## config.mk

```make
export PLATFORM = sky130hd
export DESIGN_NAME = acn_front
export DESIGN_NICKNAME = d
export VERILOG_FILES = /design/src/hw/rtl/acn_pkg.sv /design/src/hw/rtl/acn_front.sv
export SDC_FILE = /design/constraint.sdc
export NUM_CORES = 1
export LEC_CHECK = 0
export BUFFER_PORTS_ARGS = -buffer_cell sky130_fd_sc_hd__buf_4
export CORE_MARGIN = 5
export CORE_UTILIZATION = 25
export DETAILED_ROUTE_END_ITERATION = 7
export GPL_TIMING_DRIVEN = 0
export PLACE_DENSITY = 0.93
export SLEW_MARGIN = 20
export SYNTH_ARGS = -nofsm -noshare
export SYNTH_HDL_FRONTEND = slang
export SYNTH_SLANG_ARGS = --single-unit
```

## constraint.sdc

```tcl
create_clock -name vclk -period 2
set_input_delay 0.4 -clock vclk [all_inputs]
set_output_delay 0.4 -clock vclk [all_outputs]
set_load 0.005 [all_outputs]
```

## src/hw/rtl/acn_pkg.sv

```systemverilog
package acn_pkg;

	// default axis count and addressing
	localparam int AXIS_COUNT_DEF = 128;

	// calibration reset bounds
	localparam logic signed [15:0] BOUND_HIGH_RST = 16'sd32767;
	localparam logic signed [15:0] BOUND_LOW_RST  = -16'sd32767;

	// fixed point scale of the normalized value
	localparam int NORM_SCALE = 1000;

	// quotient bits of the serial divider (|centered| * 1000 < 2**27)
	localparam int DIV_STEPS = 27;
	localparam int CNT_W     = $clog2(DIV_STEPS);

	// request codes
	localparam logic [1:0] REQ_EVENT    = 2'd0;
	localparam logic [1:0] REQ_SET_HIGH = 2'd1;
	localparam logic [1:0] REQ_SET_LOW  = 2'd2;

	// raw event type bits
	localparam logic [7:0] RAW_BUTTON = 8'h01;
	localparam logic [7:0] RAW_AXIS   = 8'h02;
	localparam logic [7:0] RAW_INIT   = 8'h80;

	// reported event kinds
	localparam logic [1:0] KIND_BUTTON  = 2'd0;
	localparam logic [1:0] KIND_AXIS    = 2'd1;
	localparam logic [1:0] KIND_UNKNOWN = 2'd2;

	typedef enum logic [1:0] {
		OP_SET_HIGH,
		OP_SET_LOW,
		OP_NORM,
		OP_PASS
	} acn_op_t;

	typedef enum logic [2:0] {
		B_IDLE,
		B_BOUND,
		B_MUL,
		B_DIV,
		B_SAT,
		B_EMIT
	} acn_bstate_t;

	typedef struct packed {
		logic [1:0]         req_type;
		logic [7:0]         raw_type;
		logic [7:0]         item_index;
		logic signed [15:0] sample_value;
		logic [31:0]        event_time;
	} acn_in_t;

	typedef struct packed {
		logic [1:0]         event_kind;
		logic [7:0]         out_index;
		logic signed [15:0] out_value;
		logic [31:0]        out_time;
		logic               zero_range_flag;
	} acn_out_t;

	// classified command between front and back
	typedef struct packed {
		acn_op_t            op;
		logic [1:0]         event_kind;
		logic [7:0]         item_index;
		logic signed [15:0] sample_value;
		logic [31:0]        event_time;
	} acn_cmd_t;

endpackage

```

## src/hw/rtl/acn_front.sv

```systemverilog
module acn_front #(
	parameter int AXIS_COUNT = acn_pkg::AXIS_COUNT_DEF
) (
	input  acn_pkg::acn_in_t  req,
	input  logic              push,
	input  logic              q_full,
	output logic              q_push,
	output acn_pkg::acn_cmd_t cmd
);

	logic       idx_ok;
	logic       keep;
	logic [7:0] stripped;

	assign idx_ok   = ({1'b0, req.item_index} < 9'(AXIS_COUNT));
	assign stripped = req.raw_type & ~acn_pkg::RAW_INIT;

	// classify the request; out of range writes and unused codes are dropped
	always_comb begin
		keep   = 1'b0;
		cmd.op = acn_pkg::OP_PASS;
		case (req.req_type)
			acn_pkg::REQ_EVENT: begin
				keep   = 1'b1;
				cmd.op = (req.raw_type == acn_pkg::RAW_AXIS && idx_ok) ?
					acn_pkg::OP_NORM : acn_pkg::OP_PASS;
			end
			acn_pkg::REQ_SET_HIGH: begin
				keep   = idx_ok;
				cmd.op = acn_pkg::OP_SET_HIGH;
			end
			acn_pkg::REQ_SET_LOW: begin
				keep   = idx_ok;
				cmd.op = acn_pkg::OP_SET_LOW;
			end
			default: begin
				keep   = 1'b0;
				cmd.op = acn_pkg::OP_PASS;
			end
		endcase
	end

	always_comb begin
		if (stripped == acn_pkg::RAW_BUTTON) begin
			cmd.event_kind = acn_pkg::KIND_BUTTON;
		end else if (stripped == acn_pkg::RAW_AXIS) begin
			cmd.event_kind = acn_pkg::KIND_AXIS;
		end else begin
			cmd.event_kind = acn_pkg::KIND_UNKNOWN;
		end
	end

	assign cmd.item_index   = req.item_index;
	assign cmd.sample_value = req.sample_value;
	assign cmd.event_time   = req.event_time;
	assign q_push           = push && !q_full && keep;

endmodule

```

==> flow_metrics.env <==
export IMPL_status="finished clean"
export IMPL_dieArea_um2=3200
export IMPL_wirelength_mm=2.19
export IMPL_yosysSeqAreaShare_pct=0
export IMPL_grt_setup_unrepaired="false"
export IMPL_yosys_warnings=0
export IMPL_ioPinCount=129
export IMPL_max_cap_viol_count=0
export IMPL_cts_hold_buf=0
export IMPL_dpl_hpwl_mm=2.14
export IMPL_min_to="cmd[27]"
export IMPL_routed_via_count=679
export IMPL_regArea_um2=0
export IMPL_synthAdderAreaFrac_pct=4.62
export IMPL_dr_pass1_iters=2
export IMPL_critPathMaxFanout=3
export IMPL_power_density_nw_per_um2=199
export IMPL_antenna_found_initial=0
export IMPL_fin_util_pct=55.9
export IMPL_grt_pass1_vias=756
export IMPL_avgSynthCellArea_um2=7.32
export IMPL_start_util_pct=26.8
export IMPL_syn_nets=144
export IMPL_synth_xor_xnor_area_share_pct=0
export IMPL_drc_errors=0
export IMPL_synth_cells=74
export IMPL_rows=16
export IMPL_area_growth_pct=109
export IMPL_cts_setup_buffers=0
export IMPL_hp_class="primary input to output port"
export IMPL_drive_above_1_share_pct=89.2
export IMPL_total_leakage_power_nw=0.681
export IMPL_grt_usage_pct=11.4
export IMPL_hold_viol_final=0
export IMPL_grt_pass1_wl_mm=3.08
export IMPL_overflow=0
export IMPL_seq_cells=0
export IMPL_portBuffers=74
export IMPL_path_class="primary input to output port"
export IMPL_worstHoldStart="req[27]"
export IMPL_final_cells=175
export IMPL_nClkBuffers=0
export IMPL_place_gp_congestion=0.732
export IMPL_placed_cells=175
export IMPL_tightestPinTransition_ps=354
export IMPL_grt_max_degree=5
export IMPL_fp_coreArea_um2=2020
export IMPL_worstSetupEndpointType="output port"
export IMPL_max_freq_mhz=546
export IMPL_synth_top_family_by_area="buffers and inverters"
export IMPL_die_h_um=56.6
export IMPL_synth_compound_area_share_pct=6.00
export IMPL_ir_worst_vdd_mv=0.119
export IMPL_viasPerCell=3.88
export IMPL_start_kind="primary input"
export IMPL_num_antenna_cells=0
export IMPL_drt_iter0_drc=2
export IMPL_fillCellCount=179
export IMPL_finalSetupViolations=0
export IMPL_min_path_cells=2
export IMPL_ant_nets=0
export IMPL_p_total_mw=0.225
export IMPL_arrival_ps=1430
export IMPL_dieWidth_um=56.6
export IMPL_cts_resized=0
export IMPL_nets=220
export IMPL_drv_slew=0
export IMPL_cp_required_ps=1600
export IMPL_final_period_utilization_pct=91.6
export IMPL_yosys_area_share_simple_pct=9.01
export IMPL_synthMuxAreaShare_pct=0
export IMPL_fin_crit_ps=1830
export IMPL_wl_per_cell_um=12.5
export IMPL_syn_area_um2=542
export IMPL_relSlewSlack_pct=75.8
export IMPL_timing_hold_ws_ps=966
export IMPL_yosysUniqueCellTypes=13
export IMPL_tns_ps=0
==> power by group <==
| part | switching (mW) | total [mW] | internal, mW |
|---|---|---|---|
| clock | 0 | 0 | 0 |
| combinational | 0.0602 | 0.225 | 0.164 |
| sequential | 0 | 0 | 0 |
| total | 0.0602 | 0.225 | 0.164 |
==> layout by cell type (no fill, tap or decap), drive strengths merged <==
master / synthesis / layout
inv: 4 / 4
nor4b: 1 / 1
nor2b: 2 / 2
or4: 1 / 1
and2: 1 / 1
ha: 2 / 2
buf: 56 / 130
nand2: 1 / 1
o21ai: 1 / 1
a21oi: 2 / 2
nor2: 1 / 1
a32oi: 1 / 1
a2111oi: 1 / 1
==> stage by stage <==
step           cell area (um2)  setup slack (ps)
4_1_cts                   1130               146
5_1_grt                   1130              7.80
6_report                  1130               167
3_5_place_dp              1130               129
2_1_floorplan              542               439
3_3_place_gp              1130               188
==> how the worst max path moves through the flow <==
stage / startpoint / endpoint / slack (ps) / cells after the start
after floorplan: req[61] / cmd[56] / 440 / 3
after global placement: req[61] / cmd[58] / 190 / 5
after detailed placement: req[64] / cmd[58] / 130 / 5
after CTS: req[64] / cmd[58] / 150 / 5
after global routing: req[64] / cmd[58] / 8 / 5
final: req[64] / cmd[58] / 170 / 5
==> area by class of cell <==
| type | count | area, um2 | area share [%] |
|---|---|---|---|
| multi-input combinational | 14 | 106 | 9.40 |
| buffer | 56 | 420 | 37.2 |
| timing repair buffer | 74 | 556 | 49.1 |
| tap | 27 | 33.8 | 2.99 |
| inverter | 4 | 15.0 | 1.33 |
==> critical path: stages <==
cell and delay (ps):
buf_4 120, ha_1 220, a2111oi_0 380, a32oi_1 160
buf_4 160
==> cell usage after synthesis (all sizes together) <==
cell	instances	area [um2]
a32oi	1	8.76
or4	1	11.3
o21ai	1	5.00
buf	56	420
nor2	1	6.26
and2	1	6.26
a21oi	2	10.0
nor4b	1	8.76
nor2b	2	12.5
a2111oi	1	8.76
inv	4	15.0
nand2	1	3.75
ha	2	25.0
==> routing by layer <==
layer / track usage, % / routed length (um) / up-vias
met5: 0 / 0 / -
met4: 0 / 0 / 0
met3: 6.42 / 480 / 0
met2: 26.6 / 1250 / 77
met1: 7.28 / 453 / 277
li1: - / - / 325
==> kinds of logic after synthesis <==
kind of cell | count (synthesis)
compound gates | 5
fa+ha+maj | 2
simple gates | 7
buf+inv | 60
Note: power is estimated with default switching activity, not from simulation.
