===== src/hw/rtl/acn_fifo.sv =====
module acn_fifo #(
	parameter int W     = 8,
	parameter int DEPTH = 2
) (
	input  logic         clk,
	input  logic         arst_n,
	input  logic         push,
	input  logic [W-1:0] wdata,
	output logic         full,
	input  logic         pop,
	output logic [W-1:0] rdata,
	output logic         empty
);

	localparam int PW = (DEPTH > 1) ? $clog2(DEPTH) : 1;
	localparam int CW = $clog2(DEPTH + 1);

	logic [W-1:0]  store_q [DEPTH];
	logic [PW-1:0] wr_ptr_q;
	logic [PW-1:0] rd_ptr_q;
	logic [CW-1:0] count_q;
	logic          do_push;
	logic          do_pop;

	assign full    = (count_q == CW'(DEPTH));
	assign empty   = (count_q == '0);
	assign do_push = push && !full;
	assign do_pop  = pop && !empty;
	assign rdata   = store_q[rd_ptr_q];

	always_ff @(posedge clk) begin
		if (do_push) begin
			store_q[wr_ptr_q] <= wdata;
		end
	end

	always_ff @(posedge clk or negedge arst_n) begin
		if (!arst_n) begin
			wr_ptr_q <= '0;
			rd_ptr_q <= '0;
			count_q  <= '0;
		end else begin
			if (do_push) begin
				wr_ptr_q <= (wr_ptr_q == PW'(DEPTH - 1)) ? '0 : wr_ptr_q + 1'b1;
			end
			if (do_pop) begin
				rd_ptr_q <= (rd_ptr_q == PW'(DEPTH - 1)) ? '0 : rd_ptr_q + 1'b1;
			end
			if (do_push && !do_pop) begin
				count_q <= count_q + 1'b1;
			end else if (do_pop && !do_push) begin
				count_q <= count_q - 1'b1;
			end
		end
	end

	a_count_bound: assert property (@(posedge clk) disable iff (!arst_n)
		count_q <= CW'(DEPTH))
		else $error("fifo count above depth");

	a_push_grows: assert property (@(posedge clk) disable iff (!arst_n)
		(do_push && !do_pop) |=> (count_q == $past(count_q) + 1'b1))
		else $error("fifo count did not grow on push");

	a_pop_shrinks: assert property (@(posedge clk) disable iff (!arst_n)
		(do_pop && !do_push) |=> (count_q == $past(count_q) - 1'b1))
		else $error("fifo count did not shrink on pop");

endmodule


===== config.mk =====
export PLATFORM = sky130hd
export DESIGN_NAME = acn_fifo
export DESIGN_NICKNAME = d
export VERILOG_FILES = /design/src/hw/rtl/acn_fifo.sv
export SDC_FILE = /design/constraint.sdc
export NUM_CORES = 1
export LEC_CHECK = 0
export BUFFER_PORTS_ARGS = -buffer_cell sky130_fd_sc_hd__clkbuf_2
export CAP_MARGIN = 20
export CORE_UTILIZATION = 40
export DETAILED_ROUTE_END_ITERATION = 16
export GPL_TIMING_DRIVEN = 0
export PLACE_DENSITY = 0.71
export SYNTH_ARGS = -nofsm -noshare
export SYNTH_HDL_FRONTEND = slang
export SYNTH_SLANG_ARGS = --single-unit

===== constraint.sdc =====
create_clock -name clk -period 2 [get_ports clk]
set_clock_uncertainty 0.15 [all_clocks]
set_input_delay 0.2 -clock clk [delete_from_list [all_inputs] [get_ports clk]]
set_output_delay 0.2 -clock clk [all_outputs]
set_load 0.01 [all_outputs]

==> run_results.csv, run 1 <==
group,metric,value,unit
status,status,"complete, no violations",
pwr,p_seq_frac,0.446,
placement,place_ws,186,ps
synth,synth.yosys.warnings,0,
clock_tree,cts_root_buf,"clkbuf_4",
synth,syn_inst,44,
clock_tree,cts_sinks,20,
sta,hold_violations,0,
cells_and_area,drive_gt1_frac,0.385,
critical_path,worstSetupPathType,"reg -> reg",
job,maxCapViolCount,0,
pwr,leakagePower,0.000447,uW
global_route,grt_use_total,0.125,
cells_and_area,fillCellCount,144,
synth,synth-seq-cells,20,
floorplan,die_h,46.2,microns
cells_and_area,antennaDiodeCount,0,
cells_and_area,multi_input_comb_area,189,sq um
cells_and_area,final_nets,92,
sta,final_max_slew_viol_count,0,
sta,slew_headroom,0.509,
pwr,pwr-share-comb,0.334,
critical_path,crit_fanout,8,
clock_tree,cts_made_buffers,3,
sta,finalSetupViolCount,0,
critical_path,slowest_delay,570,ps
clock_tree,cts_max_level,1,
critical_path,worstPathArrival,1600,ps
routing,drt-total-wl,1.16,mm
sta,fin_ws,178,ps
global_route,grt_pass1_wl,1.75,mm
placement,port-buffer-count,21,
clock_tree,cts_buffer_depth,2,
floorplan,die_area,2140,sq um
routing,drc,0,
clock_tree,cts-resized-gates,0,
critical_path,path_cells,"nand2b_1 > nand2_2 > nor2_1",
floorplan,io_pins,22,
placement,gp_congestion,0.636,
sta,fin_crit_sh,0.911,
routing,firstDrtPassIters,4,
worst_hold_path,hold_class,"in -> reg",
sta,layout_min_cycle_time,1820,ps
global_route,grt_max_degree,13,
critical_path,start_kind,"flop",
placement,dp_hpwl,742,microns
critical_path,critPathSlowestCell,"nor2_1",
cells_and_area,final_common_cell,"clkbuf_2",
sta,tns,0,ps
synth,seq_area_frac_synth,0.742,
pwr,p_switching,420,uW
routing,detail-route-antenna-nets,0,
clock_tree,cts_setup_buffers,0,
floorplan,initial_utilization,0.439,
pwr,cellPowerDensity,1350,nW/um^2
clock_tree,cts_tree,"built",
clock_tree,postCtsHoldBufs,9,
global_route,grt_pass1_vias,415,
critical_path,cpLargestDelayFamily,"simple AND/OR/NAND/NOR gates",
global_route,antenna_found_initial,0,
cells_and_area,area_growth,35.7,%
synth,ys_types,15,
pwr,p_int,1020,uW
floorplan,die_w,46.2,microns
critical_path,critPathBufInv,0,
global_route,gr-total-overflow,0,
cells_and_area,regArea,581,sq um
critical_path,end_kind,"flop",
sta,fmax,0.549,GHz
pwr,p_sw_frac,0.292,
sta,rsz0062_at_grt,"no",
routing,drt_iter0_drc,5,
sta,worst_pin_slew,734,ps
routing,avgRoutedWirePerCell,11.3,microns
synth,avgSynthCellArea,17.8,sq um
cells_and_area,most-common-layout-cells,"clkbuf_2, edfxtp_1, dlygate4sd3_1, mux2_1, dfrtp_1",
floorplan,row_count,15,
routing,routed-via-count,455,
floorplan,core-area,1780,sq um
clock_tree,path_clk_slew,100,ps
synth,syn_area,782,sq um
critical_path,cp_data_required_time,1780,ps
clock_tree,clk_latency,280,ps
pwr,pwr-share-clk,0.220,
synth,syn_nets,57,
routing,viasPerCell,4.42,
pwr,ir_drop,740,uV
worst register-to-register path, stage by stage (launching register included):
cell and delay, ps:
dfrtp_1 460, nand2b_1 190, nand2_2 100, nor2_1 570
Yosys cell counts:
library cell | instances | area (sq um)
xnor2_2 | 1 | 16.3
buf_2 | 1 | 5.00
nor2_1 | 3 | 11.3
nand2b_1 | 1 | 6.26
inv_1 | 2 | 7.51
edfxtp_1 | 16 | 480
and3_1 | 1 | 6.26
o21ai_1 | 1 | 5.00
ha_1 | 1 | 12.5
xnor2_1 | 2 | 17.5
mux2_1 | 6 | 67.6
dfrtp_1 | 4 | 100
nand2_2 | 1 | 6.26
mux2_2 | 2 | 22.5
xor2_1 | 2 | 17.5
state kept, by name, indices dropped and copies added, names as in the netlist:
name	cells
rd_ptr_q	1
wr_ptr_q	1
store_q	16
count_q	2
cells by family after synthesis:
group / Yosys count / share of synthesized area
AND/OR/NAND/NOR: 6 / 0.0384
AO/OA/AOI/OAI: 1 / 0.00639
XOR/XNOR: 5 / 0.0656
adder cells (fa/ha/maj): 1 / 0.0160
flip-flops: 20 / 0.742
multiplexers: 8 / 0.115
buffers and inverters: 3 / 0.0160
routing by layer:
metal,part of all wire,track usage
met1,0.42,0.147
met2,0.53,0.203
met3,0.044,0.0235
met4,0.010,0.0882
met5,0,0
power by group through the flow:
| stage | clock network (uW) | registers (uW) | logic, uW |
|---|---|---|---|
| after floorplan | 0 | 634 | 329 |
| after global placement | 0 | 642 | 465 |
| after detailed placement | 0 | 648 | 468 |
| after CTS | 326 | 639 | 484 |
| after global routing | 338 | 650 | 528 |
| final | 316 | 640 | 479 |
metrics by stage:
step	hold WS (ps)	cell area, sq um	total power, uW	util	cells
after CTS	21.2	1060	1450	0.595	103
final	31.5	1060	1440	0.595	103
after detailed placement	-135	918	1120	0.515	90
after global routing	42.8	1060	1520	0.595	103
after floorplan	-246	782	963	-	44
after global placement	-137	918	1110	0.515	90
cell type report:
cell class / count / area share
Buffer: 1 / 0.00472
Clock buffer: 3 / 0.0212
Clock inverter: 1 / 0.0283
Inverter: 2 / 0.00708
Multi-Input combinational cell: 21 / 0.178
Sequential cell: 20 / 0.547
Tap cell: 25 / 0.0295
Timing Repair Buffer: 30 / 0.184
path summary, 6_finish.rpt:
| kind | from | end | slack, ps | cells after the start |
|---|---|---|---|---|
| max | count_q[0]$_DFFE_PN0P_ | store_q[0][0]$_DFFE_PP_ | 180 | 3 |
| min | push | wr_ptr_q$_DFFE_PN0N_ | 30 | 3 |
| max reg2reg | count_q[0]$_DFFE_PN0P_ | store_q[0][0]$_DFFE_PP_ | 180 | 3 |
| min reg2reg | wr_ptr_q$_DFFE_PN0N_ | wr_ptr_q$_DFFE_PN0N_ | 380 | 1 |
| max in group asynchronous | arst_n | rd_ptr_q$_DFFE_PN0P_ | 1480 | 2 |
| min in group asynchronous | arst_n | count_q[1]$_DFFE_PN0P_ | 100 | 2 |
(Power assumes the default switching activity.)
==> inputs of run 2 (changes only) <==
ABC_AREA = 1   (was default)
==> run_results.csv, run 2 <==
group,metric,value,unit
synth,ys.flop_type,"edfxtp_1",
sta,layout_min_cycle_time,1700,ps
cells_and_area,antennaDiodeCount,0,
pwr,leakagePower,0.000521,uW
global_route,antenna_found_initial,0,
cells_and_area,reg.largest.list,"store_q (16), count_q (2)",
synth,syn_inst,73,
routing,routed-via-count,572,
critical_path,critPathSlowestCell,"nor2_1",
sta,finalSetupViolCount,0,
synth,syn_nets,86,
placement,port-buffer-count,21,
synth,synth-seq-cells,20,
cells_and_area,final_util,0.610,
routing,viasPerCell,4.30,
critical_path,crit_fanout,8,
worst_hold_path,hold_class,"in -> reg",
floorplan,initial_utilization,0.449,
sta,final_max_slew_viol_count,0,
critical_path,start_kind,"flop",
synth,synthTopCellsByArea,"edfxtp_1, nand2_1, dfrtp_1, inv_1, ha_1",
cells_and_area,final_nets,122,
critical_path,timing.rr.end,"store_q[1][5]$_DFFE_PP_",
global_route,grt_use_total,0.132,
clock_tree,path_clk_slew,110,ps
sta,slew_headroom,0.542,
placement,gp_congestion,0.728,
critical_path,cp_data_required_time,1790,ps
pwr,cellPowerDensity,1350,nW/um^2
worst_hold_path,min_from,"push",
synth,syn_area,810,sq um
synth,synth.yosys.warnings,0,
critical_path,end_kind,"flop",
routing,wl_met1,597,microns
synth,synthMuxAreaShare,0,
routing,firstDrtPassIters,4,
critical_path,r2r_slack,300,ps
floorplan,io_pins,22,
cells_and_area,fillCellCount,161,
critical_path,slowest_delay,550,ps
pwr,ir_drop,644,uV
routing,wl_met2,660,microns
clock_tree,cts_made_buffers,3,
sta,fin_crit_sh,0.849,
sta,fmax,0.589,GHz
placement,place_ws,303,ps
critical_path,reg2regPathDepth,3,
synth,synth_compound_area_frac,0.0124,
floorplan,die_w,47.0,microns
clock_tree,cts_root_buf,"clkbuf_4",
global_route,grt_pass1_vias,482,
global_route,grt_max_degree,13,
routing,avgRoutedWirePerCell,9.89,microns
clock_tree,cts_max_level,1,
worst_hold_path,min_to,"wr_ptr_q$_DFFE_PN0N_",
cells_and_area,regMostFlops,"store_q",
cells_and_area,area_growth,35.7,%
global_route,grt_pass1_wl,1.93,mm
routing,drc,0,
cells_and_area,finalNonFillerCells,133,
routing,drt_iter0_drc,8,
sta,rsz0062_at_grt,"no",
critical_path,path_cells,"inv_1 > o21ai_0 > nor2_1",
cells_and_area,largest_register_ffs,16,
floorplan,die_h,47.0,microns
synth,synth_fa_ha_area_frac,0.0155,
clock_tree,clk_latency,290,ps
floorplan,die_area,2210,sq um
critical_path,reg2reg_from,"count_q[1]$_DFFE_PN0P_",
sta,fin_ws,303,ps
global_route,gr-total-overflow,0,
clock_tree,cts_setup_buffers,0,
sta,hold_violations,0,
routing,top_layer,"met3",
synth,synth_top_family_by_area,"simple AND/OR/NAND/NOR gates",
synth,yosys.area.top_type,"edfxtp_1",
synth,synth_top_area_share,0.594,
critical_path,worstSetupPathType,"reg -> reg",
status,status,"complete, no violations",
placement,dp.cells,119,
clock_tree,cts_buffer_depth,2,
routing,dr_wl_met3,57,microns
cells_and_area,most-common-layout-cells,"nand2_1, clkbuf_2, edfxtp_1, dlygate4sd3_1, inv_1",
critical_path,worstPathArrival,1490,ps
synth,synthArstFlopShare,0.200,
clock_tree,cts_tree,"built",
synth,synth_commonest_cells,"nand2_1, edfxtp_1, inv_1",
routing,detail-route-antenna-nets,0,
cells_and_area,drive_gt1_frac,0.269,
placement,dp_hpwl,884,microns
synth,avgSynthCellArea,11.1,sq um
synth,seq_area_frac_synth,0.717,
floorplan,row_count,15,
floorplan,core-area,1800,sq um
job,maxCapViolCount,0,
synth,ys_types,14,
synth,synthSimpleGateAreaFrac,0.201,
sta,worst_pin_slew,684,ps
clock_tree,cts_sinks,20,
worst_hold_path,min_path_cells,4,
cells_and_area,final_common_cell,"nand2_1",
synth,synth_xor_area_frac,0.0108,
sta,tns,0,ps
synth,synth_edf_count,16,
routing,drt-total-wl,1.32,mm
synth,yosysMostFrequentCell,"nand2_1",
-- run 2: cell types whose count changed in the layout (fill, tap and decap cells not counted), moves of 2 or more --
cell / change
inv_1: +5
mux2_1: -6
mux2_2: -2
nand2_1: +33
nor2_2: +2
o21ai_0: +2
xor2_1: -2
-- run 2: per-stage QoR --
step	total power [uW]	area, sq um	hold slack (ps)
detailed placement	1170	946	-132
floorplan	980	810	-246
global placement	1150	946	-134
finish	1490	1100	69.4
global route	1590	1100	75.5
CTS	1500	1100	71.7
-- run 2: power by group --
part           switching [uW]  internal, uW  leakage, uW  total [uW]
clock                     120           202    0.0000279         323
combinational             331           202     0.000296         534
sequential               50.6           578     0.000197         629
-- run 2: worst max path at each step --
stage,startpoint,endpoint,slack [ps],depth (start not counted)
finish,count_q[1]$_DFFE_PN0P_,store_q[1][5]$_DFFE_PP_,300,3
CTS,count_q[1]$_DFFE_PN0P_,store_q[1][5]$_DFFE_PP_,280,3
floorplan,count_q[1]$_DFFE_PN0P_,store_q[1][0]$_DFFE_PP_,530,3
global route,count_q[1]$_DFFE_PN0P_,store_q[1][5]$_DFFE_PP_,170,3
detailed placement,count_q[1]$_DFFE_PN0P_,store_q[1][5]$_DFFE_PP_,300,3
global placement,count_q[1]$_DFFE_PN0P_,store_q[1][6]$_DFFE_PP_,310,3
-- run 2: final cells by class --
cell class                 count  area [sq um]  share of cell area
timing repair buffer          31           205               0.187
clock buffer                   3          22.5              0.0205
sequential                    20           581               0.528
inverter                       8          30.0              0.0273
multi-input combinational     44           194               0.177
buffer                         1          5.00             0.00456
clock inverter                 1          30.0              0.0273
tap                           25          31.3              0.0285
-- run 2: cell families (layout without fill, tap and decap cells) --
family / Yosys count / in the layout
simple gates: 40 / 40
flops: 20 / 20
buf+inv: 9 / 44
fa+ha+maj: 1 / 1
compound gates: 2 / 2
xor+xnor: 1 / 1
-- run 2: worst max-delay path, delay by kind of cell (launching register included) --
| family | cells | cell delay [ps] |
|---|---|---|
| buffers and inverters | 1 | 120 |
| and+or+nand+nor | 1 | 550 |
| AOI/OAI and AO/OA | 1 | 110 |
| DFF | 1 | 420 |
-- run 2: layer usage --
| metal | vias up | global-route usage |
|---|---|---|
| met4 | 0 | 0.0514 |
| met5 | - | 0 |
| met1 | 252 | 0.154 |
| met2 | 12 | 0.231 |
| met3 | 0 | 0.0346 |
| li1 | 308 | - |
-- run 2: repair_timing --
| action | 4_1_cts | 5_1_grt |
|---|---|---|
| resized for setup | 0 | 0 |
| hold endpoints to repair | 21 | 0 |
| hold buffers | 10 | 0 |
