### config.mk
export PLATFORM = sky130hd
export DESIGN_NAME = acn_back
export DESIGN_NICKNAME = d
export VERILOG_FILES = /design/src/hw/rtl/acn_pkg.sv /design/src/hw/rtl/acn_back.sv
export SDC_FILE = /design/constraint.sdc
export NUM_CORES = 2
export LEC_CHECK = 0
export BUFFER_PORTS_ARGS = -buffer_cell sky130_fd_sc_hd__buf_2
export CAP_MARGIN = 20
export CORE_ASPECT_RATIO = 0.75
export CORE_MARGIN = 4
export CORE_UTILIZATION = 55
export DETAILED_ROUTE_END_ITERATION = 8
export PLACE_DENSITY = 0.71
export SYNTH_ARGS = -nofsm -noshare
export SYNTH_HDL_FRONTEND = slang
export SYNTH_SLANG_ARGS = --single-unit
### constraint.sdc
create_clock -name clk -period 25.1 [get_ports clk]
set_input_delay 5.02 -clock clk [delete_from_list [all_inputs] [get_ports clk]]
set_output_delay 5.02 -clock clk [all_outputs]
set_load 0.01 [all_outputs]
### src/hw/rtl/acn_pkg.sv
package acn_pkg;

	// default axis count and addressing
	localparam int AXIS_COUNT_DEF = 128;

	// calibration reset bounds
	localparam logic signed [15:0] BOUND_HIGH_RST = 16'sd32767;
	localparam logic signed [15:0] BOUND_LOW_RST  = -16'sd32767;

	// fixed point scale of the normalized value
	localparam int NORM_SCALE = 1000;

	// quotient bits of the serial divider (|centered| * 1000 < 2**27)
	localparam int DIV_STEPS = 27;
	localparam int CNT_W     = $clog2(DIV_STEPS);

	// request codes
	localparam logic [1:0] REQ_EVENT    = 2'd0;
	localparam logic [1:0] REQ_SET_HIGH = 2'd1;
	localparam logic [1:0] REQ_SET_LOW  = 2'd2;

	// raw event type bits
	localparam logic [7:0] RAW_BUTTON = 8'h01;
	localparam logic [7:0] RAW_AXIS   = 8'h02;
	localparam logic [7:0] RAW_INIT   = 8'h80;

	// reported event kinds
	localparam logic [1:0] KIND_BUTTON  = 2'd0;
	localparam logic [1:0] KIND_AXIS    = 2'd1;
	localparam logic [1:0] KIND_UNKNOWN = 2'd2;

	typedef enum logic [1:0] {
		OP_SET_HIGH,
		OP_SET_LOW,
		OP_NORM,
		OP_PASS
	} acn_op_t;

	typedef enum logic [2:0] {
		B_IDLE,
		B_BOUND,
		B_MUL,
		B_DIV,
		B_SAT,
		B_EMIT
	} acn_bstate_t;

	typedef struct packed {
		logic [1:0]         req_type;
		logic [7:0]         raw_type;
		logic [7:0]         item_index;
		logic signed [15:0] sample_value;
		logic [31:0]        event_time;
	} acn_in_t;

	typedef struct packed {
		logic [1:0]         event_kind;
		logic [7:0]         out_index;
		logic signed [15:0] out_value;
		logic [31:0]        out_time;
		logic               zero_range_flag;
	} acn_out_t;

	// classified command between front and back
	typedef struct packed {
		acn_op_t            op;
		logic [1:0]         event_kind;
		logic [7:0]         item_index;
		logic signed [15:0] sample_value;
		logic [31:0]        event_time;
	} acn_cmd_t;

endpackage

### src/hw/rtl/acn_back.sv
module acn_back #(
	parameter int AXIS_COUNT = acn_pkg::AXIS_COUNT_DEF
) (
	input  logic              clk,
	input  logic              arst_n,
	input  acn_pkg::acn_cmd_t head,
	input  logic              cmd_empty,
	output logic              cmd_pop,
	input  logic              res_full,
	output logic              res_push,
	output acn_pkg::acn_out_t res
);

	localparam int AW = (AXIS_COUNT > 1) ? $clog2(AXIS_COUNT) : 1;
	localparam int QW = acn_pkg::DIV_STEPS;
	localparam int CW = acn_pkg::CNT_W;

	acn_pkg::acn_bstate_t state_q, state_nx;

	// bound memories with per-entry written flags
	logic signed [15:0]  hi_mem [AXIS_COUNT];
	logic signed [15:0]  lo_mem [AXIS_COUNT];
	logic [AXIS_COUNT-1:0] hi_vld_q;
	logic [AXIS_COUNT-1:0] lo_vld_q;
	logic signed [15:0]  hi_rd_q;
	logic signed [15:0]  lo_rd_q;
	logic                hi_vld_rd_q;
	logic                lo_vld_rd_q;

	logic                hi_we;
	logic                lo_we;
	logic                rd_en;
	logic [AW-1:0]       rd_addr;
	logic [AW-1:0]       wr_addr;
	logic signed [15:0]  hi_wdata;
	logic signed [15:0]  lo_wdata;

	acn_pkg::acn_cmd_t   cmd_q;
	logic signed [15:0]  value_q;
	logic                flag_q;
	logic signed [15:0]  half_q;
	logic signed [17:0]  cent_q;
	logic                neg_q;
	logic [14:0]         dmag_q;
	logic [15:0]         rem_q;
	logic [QW-1:0]       quo_q;
	logic [CW-1:0]       cnt_q;

	logic signed [15:0]  samp;
	logic signed [15:0]  hi_eff;
	logic signed [15:0]  lo_eff;
	logic signed [15:0]  hi_n;
	logic signed [15:0]  lo_n;
	logic signed [16:0]  diff;
	logic signed [16:0]  diff_adj;
	logic signed [15:0]  half;
	logic signed [17:0]  cent;
	logic signed [17:0]  cent_neg;
	logic [16:0]         cent_mag;
	logic signed [15:0]  half_neg;
	logic [15:0]         rem_sh;
	logic                ge;
	logic [15:0]         rem_nx;
	logic signed [15:0]  sat_val;

	// bounds widened by the sample
	assign samp     = cmd_q.sample_value;
	assign hi_eff   = hi_vld_rd_q ? hi_rd_q : acn_pkg::BOUND_HIGH_RST;
	assign lo_eff   = lo_vld_rd_q ? lo_rd_q : acn_pkg::BOUND_LOW_RST;
	assign lo_n     = (samp < lo_eff) ? samp : lo_eff;
	assign hi_n     = (samp > hi_eff) ? samp : hi_eff;
	// half range truncated toward zero
	assign diff     = {hi_n[15], hi_n} - {lo_n[15], lo_n};
	assign diff_adj = diff + {16'd0, diff[16]};
	assign half     = diff_adj[16:1];
	assign cent     = {{2{samp[15]}}, samp} - {{2{lo_n[15]}}, lo_n} - {{2{half[15]}}, half};

	assign cent_neg = -cent_q;
	assign cent_mag = cent_q[17] ? cent_neg[16:0] : cent_q[16:0];
	assign half_neg = -half_q;

	// restoring divider step, one quotient bit per cycle
	assign rem_sh = {rem_q[14:0], quo_q[QW-1]};
	assign ge     = (rem_sh >= {1'b0, dmag_q});
	assign rem_nx = ge ? rem_sh - {1'b0, dmag_q} : rem_sh;

	always_comb begin
		if (!neg_q) begin
			sat_val = (quo_q > QW'(32767)) ? 16'sh7fff : quo_q[15:0];
		end else begin
			sat_val = (quo_q > QW'(32768)) ? 16'sh8000 : 16'(16'd0 - quo_q[15:0]);
		end
	end

	assign rd_addr  = head.item_index[AW-1:0];
	assign wr_addr  = (state_q == acn_pkg::B_BOUND) ? cmd_q.item_index[AW-1:0] :
		head.item_index[AW-1:0];
	assign hi_wdata = (state_q == acn_pkg::B_BOUND) ? hi_n : head.sample_value;
	assign lo_wdata = (state_q == acn_pkg::B_BOUND) ? lo_n : head.sample_value;

	always_comb begin
		state_nx = state_q;
		case (state_q)
			acn_pkg::B_IDLE: begin
				if (!cmd_empty) begin
					case (head.op)
						acn_pkg::OP_NORM: state_nx = acn_pkg::B_BOUND;
						acn_pkg::OP_PASS: state_nx = acn_pkg::B_EMIT;
						default:          state_nx = acn_pkg::B_IDLE;
					endcase
				end
			end
			acn_pkg::B_BOUND: state_nx = (half == '0) ? acn_pkg::B_EMIT : acn_pkg::B_MUL;
			acn_pkg::B_MUL:   state_nx = acn_pkg::B_DIV;
			acn_pkg::B_DIV:   state_nx = (cnt_q == '0) ? acn_pkg::B_SAT : acn_pkg::B_DIV;
			acn_pkg::B_SAT:   state_nx = acn_pkg::B_EMIT;
			acn_pkg::B_EMIT:  state_nx = res_full ? acn_pkg::B_EMIT : acn_pkg::B_IDLE;
			default:          state_nx = acn_pkg::B_IDLE;
		endcase
	end

	always_comb begin
		cmd_pop  = 1'b0;
		hi_we    = 1'b0;
		lo_we    = 1'b0;
		rd_en    = 1'b0;
		res_push = 1'b0;
		case (state_q)
			acn_pkg::B_IDLE: begin
				cmd_pop = !cmd_empty;
				if (!cmd_empty) begin
					hi_we = (head.op == acn_pkg::OP_SET_HIGH);
					lo_we = (head.op == acn_pkg::OP_SET_LOW);
					rd_en = (head.op == acn_pkg::OP_NORM);
				end
			end
			acn_pkg::B_BOUND: begin
				hi_we = 1'b1;
				lo_we = 1'b1;
			end
			acn_pkg::B_EMIT: res_push = !res_full;
			default: begin
				cmd_pop = 1'b0;
			end
		endcase
	end

	always_ff @(posedge clk or negedge arst_n) begin
		if (!arst_n) begin
			state_q <= acn_pkg::B_IDLE;
			cnt_q   <= '0;
		end else begin
			state_q <= state_nx;
			if (state_q == acn_pkg::B_MUL) begin
				cnt_q <= CW'(QW - 1);
			end else if (state_q == acn_pkg::B_DIV && cnt_q != '0) begin
				cnt_q <= cnt_q - 1'b1;
			end
		end
	end

	// bound memories
	always_ff @(posedge clk) begin
		if (hi_we) begin
			hi_mem[wr_addr] <= hi_wdata;
		end
		if (lo_we) begin
			lo_mem[wr_addr] <= lo_wdata;
		end
		if (rd_en) begin
			hi_rd_q <= hi_mem[rd_addr];
			lo_rd_q <= lo_mem[rd_addr];
		end
	end

	always_ff @(posedge clk or negedge arst_n) begin
		if (!arst_n) begin
			hi_vld_q    <= '0;
			lo_vld_q    <= '0;
			hi_vld_rd_q <= 1'b0;
			lo_vld_rd_q <= 1'b0;
		end else begin
			if (hi_we) begin
				hi_vld_q[wr_addr] <= 1'b1;
			end
			if (lo_we) begin
				lo_vld_q[wr_addr] <= 1'b1;
			end
			if (rd_en) begin
				hi_vld_rd_q <= hi_vld_q[rd_addr];
				lo_vld_rd_q <= lo_vld_q[rd_addr];
			end
		end
	end

	// datapath
	always_ff @(posedge clk) begin
		case (state_q)
			acn_pkg::B_IDLE: begin
				if (!cmd_empty) begin
					cmd_q   <= head;
					value_q <= head.sample_value;
					flag_q  <= 1'b0;
				end
			end
			acn_pkg::B_BOUND: begin
				half_q <= half;
				cent_q <= cent;
				if (half == '0) begin
					value_q <= '0;
					flag_q  <= 1'b1;
				end
			end
			acn_pkg::B_MUL: begin
				quo_q  <= {{(QW - 17){1'b0}}, cent_mag} * QW'(acn_pkg::NORM_SCALE);
				rem_q  <= '0;
				dmag_q <= half_q[15] ? half_neg[14:0] : half_q[14:0];
				neg_q  <= cent_q[17] ^ half_q[15];
			end
			acn_pkg::B_DIV: begin
				rem_q <= rem_nx;
				quo_q <= {quo_q[QW-2:0], ge};
			end
			acn_pkg::B_SAT: value_q <= sat_val;
			default: begin
				value_q <= value_q;
			end
		endcase
	end

	assign res.event_kind      = cmd_q.event_kind;
	assign res.out_index       = cmd_q.item_index;
	assign res.out_value       = value_q;
	assign res.out_time        = cmd_q.event_time;
	assign res.zero_range_flag = flag_q;

	a_div_runs: assert property (@(posedge clk) disable iff (!arst_n)
		(state_q == acn_pkg::B_DIV && cnt_q != '0) |=> (state_q == acn_pkg::B_DIV))
		else $error("divider left before all quotient bits");

	a_zero_flag: assert property (@(posedge clk) disable iff (!arst_n)
		(state_q == acn_pkg::B_EMIT && flag_q) |-> (value_q == '0))
		else $error("zero range result not zero");

	a_dual_write: assert property (@(posedge clk) disable iff (!arst_n)
		(hi_we && lo_we) |-> (state_q == acn_pkg::B_BOUND))
		else $error("both bounds written outside write-back");

	a_pop_safe: assert property (@(posedge clk) disable iff (!arst_n)
		cmd_pop |-> (!cmd_empty && state_q == acn_pkg::B_IDLE))
		else $error("command pop while busy or empty");

endmodule

==> reports/metrics.yaml <==
status: "finished, final reports clean"
via_count: 90150
synth_area_per_cell_um2: 21.83
synth_edf_count: 4295
die-width_um: 673.5
dp_cells: 12840
dr.pass1.iters: 6
die_area_um2: 341600
syn2layout_area_growth_pct: 11.84
clk_path_buf_depth: 4
worstSetupEndpointType: "output port"
hold_buffers: 0
worstPathMaxFanout: 4
power.total_mw: 27.16
cts-root-buf: "clkbuf_16"
grt_pass1_wl_mm: 665.8
synthTopCellsByArea: "edfxtp_1, mux4_2, dfrtp_1, ha_1, or2_2"
ir_worst_vdd_uv: 728.0
synth-async-reset-ratio_pct: 5.832
tightest_slew_ps: 1217
die_y_um: 507.2
p_leak_nw: 66.27
grt_usage_pct: 27.36
fin_setup_tns_ps: 0
cts_tree: "yes"
power_density_nw_per_um2: 132.9
seq_area_um2: 135600
yosysWarnings: 0
clock_latency_ps: 960
clk_pin_slew_ps: 60
cts_resized: 0
initial_core_util_pct: 55.49
cts_buffers: 417
grt_overflow_total: 0
grt_pass1_vias: 90000
wl_mm: 464.2
clkSinkCount: 4561
port_buffers: 124
drc: 0
nFillCells: 21910
rows: 182
postCtsSetupRepairBufs: 0
seq_area_frac_synth_pct: 74.23
drt_iter0_markers: 13800
synth_top_area_cell: "edfxtp_1"
cp.arrival_ps: 6070
final_layout_size_suffix_gt1_share_pct: 32.09
dpl.hpwl_mm: 269.1
hold_path.class: "reg2reg"
setup_viol: 0
finalMaxSlewViolations: 0
place_ws_ps: 13570
fin_ws_ps: 14010
yosysTopAreaCellShare_pct: 70.59
wl_per_cell_um: 34.04
r2r_slack_ps: 14730
ys_seq_elements: 4561
synth.distinct_cells: 84
fmax_mhz: 90.18
criticalPathCategory: "in2out"
rsz0062_at_grt: "false"
grt_max_degree: 145
cp.required_ps: 20080
period_share_pct: 44.18
clock_skew_ps: 85.26
worst_setup_path_start_kind: "input pin"
gp_congestion: 0.8814
slew_headroom_pct: 18.65
antenna_left: 0
synth.cell_area_um2: 182700
grt_antenna_before_repair: 31
final_cells: 13640
synth_cells: 8368
syn_nets: 8647
fp.coreArea_um2: 329300
io_pins: 125
hold_viol_final: 0
synth-main-ff-cell: "edfxtp_1"
max-cap-violations: 0
multi_input_area_um2: 44940
nNetsFinal: 9137
period_minus_slack_ps: 11090
htreeDepth: 5
viasPerCell: 6.610
synthesized netlist by cell type (all sizes together), types with 3 or more instances:
| cell type | n |
|---|---|
| nand3 | 41 |
| xor2 | 24 |
| o21ai | 69 |
| ha | 139 |
| or3b | 3 |
| o21bai | 9 |
| a21o | 18 |
| nand2 | 161 |
| xnor2 | 73 |
| a21oi | 72 |
| a221oi | 4 |
| mux2 | 49 |
| or4 | 9 |
| a21bo | 17 |
| a31oi | 20 |
| and2 | 5 |
| mux2i | 35 |
| mux4 | 1428 |
| a21boi | 3 |
| o2bb2ai | 3 |
| a211o | 10 |
| nor2 | 373 |
| nand4 | 18 |
| o31ai | 19 |
| o211ai | 7 |
| nand3b | 14 |
| o21a | 13 |
| inv | 193 |
| edfxtp | 4295 |
| nand2b | 17 |
| fa | 76 |
| or2 | 267 |
| a31o | 6 |
| nor4 | 12 |
| nor2b | 23 |
| a2111oi | 3 |
| buf | 145 |
| o41ai | 4 |
| a22o | 16 |
| a211oi | 12 |
| or3 | 25 |
| nor3 | 36 |
| and3 | 12 |
| clkbuf | 302 |
| dfrtp | 266 |
worst max-delay path, stage by stage:
cell,delay [ps]
buf_2,110
nor2_1,220
nand2_1,330
inv_2,210
buf_2,160
cell usage in the layout, fill, tap and decap left out, types with 76 or more instances in the layout:
cell type,Yosys,layout
edfxtp_1,4295,4295
mux4_2,1428,1428
clkbuf_16,0,423
buf_4,43,369
nor2_1,373,340
or2_2,267,267
dfrtp_1,266,266
inv_1,193,191
nand2_1,159,158
ha_1,139,139
buf_2,9,116
clkbuf_1,302,94
clkinv_1,0,80
fa_1,76,76
where the power goes:
| group | switching [mW] | leakage, nW | internal, mW | total (mW) |
|---|---|---|---|---|
| logic | 6.49 | 18.0 | 4.24 | 10.7 |
| registers | 0.161 | 41.7 | 9.99 | 10.1 |
| clock network | 2.75 | 6.55 | 3.54 | 6.29 |
per-layer routing:
metal	track usage, %	vias to the layer above	routed length, µm
met3	8.285	764	65040
met2	39.74	5921	207900
met5	0	-	122
met1	41.40	47900	179400
li1	-	35560	-
met4	6.477	16	11790
logic make-up (layout without fill, tap and decap cells):
logic type,count (synthesis),in the layout,synth area share (%)
DFF,4561,4561,74.23
muxes,1512,1512,18.10
and+or+nand+nor,1021,1021,2.762
buffers and inverters,640,1477,1.413
AOI/OAI and AO/OA,322,322,1.239
adders and majority gates,215,215,1.785
xor gates and xnor gates,97,97,0.4732
other,0,17,0
sequential cells by signal (all words and copies together) (netlist names), 18 cells and up:
name	flops
hi_mem	2048
lo_mem	2048
lo_vld_q	128
quo_q	27
hi_vld_q	128
cent_q	18
res	42
layout make-up:
type	count	share of cell area, %
clock inverter	230	1.080
multi-input combinational	3167	21.99
tap	4416	2.704
sequential	4561	66.37
antenna	17	0.02082
clock buffer	536	5.481
timing repair buffer	518	1.993
inverter	193	0.3545
path summary, 6_finish.rpt:
kind	from	endpoint	depth (start not counted)
setup / recovery	cmd_empty	cmd_pop	5
hold / removal	lo_vld_q[59]	lo_vld_q[59]	1
setup reg to reg	hi_vld_rd_q	cent_q[17]	32
hold reg to reg	lo_vld_q[59]	lo_vld_q[59]	1
max in group asynchronous	arst_n	hi_vld_q[110]	3
min in group asynchronous	arst_n	hi_vld_q[1]	1
metrics by stage:
step | area [µm²] | hold WS [ps] | utilization, %
6_report | 204300 | 459.6 | 62.06
5_1_grt | 204300 | 471.0 | 62.05
4_1_cts | 203900 | 460.9 | 61.92
3_5_place_dp | 190500 | 446.5 | 57.85
3_3_place_gp | 190400 | 443.5 | 57.83
2_1_floorplan | 182700 | 433.7 | -
No activity file was read; power rests on OpenSTA's default activity.
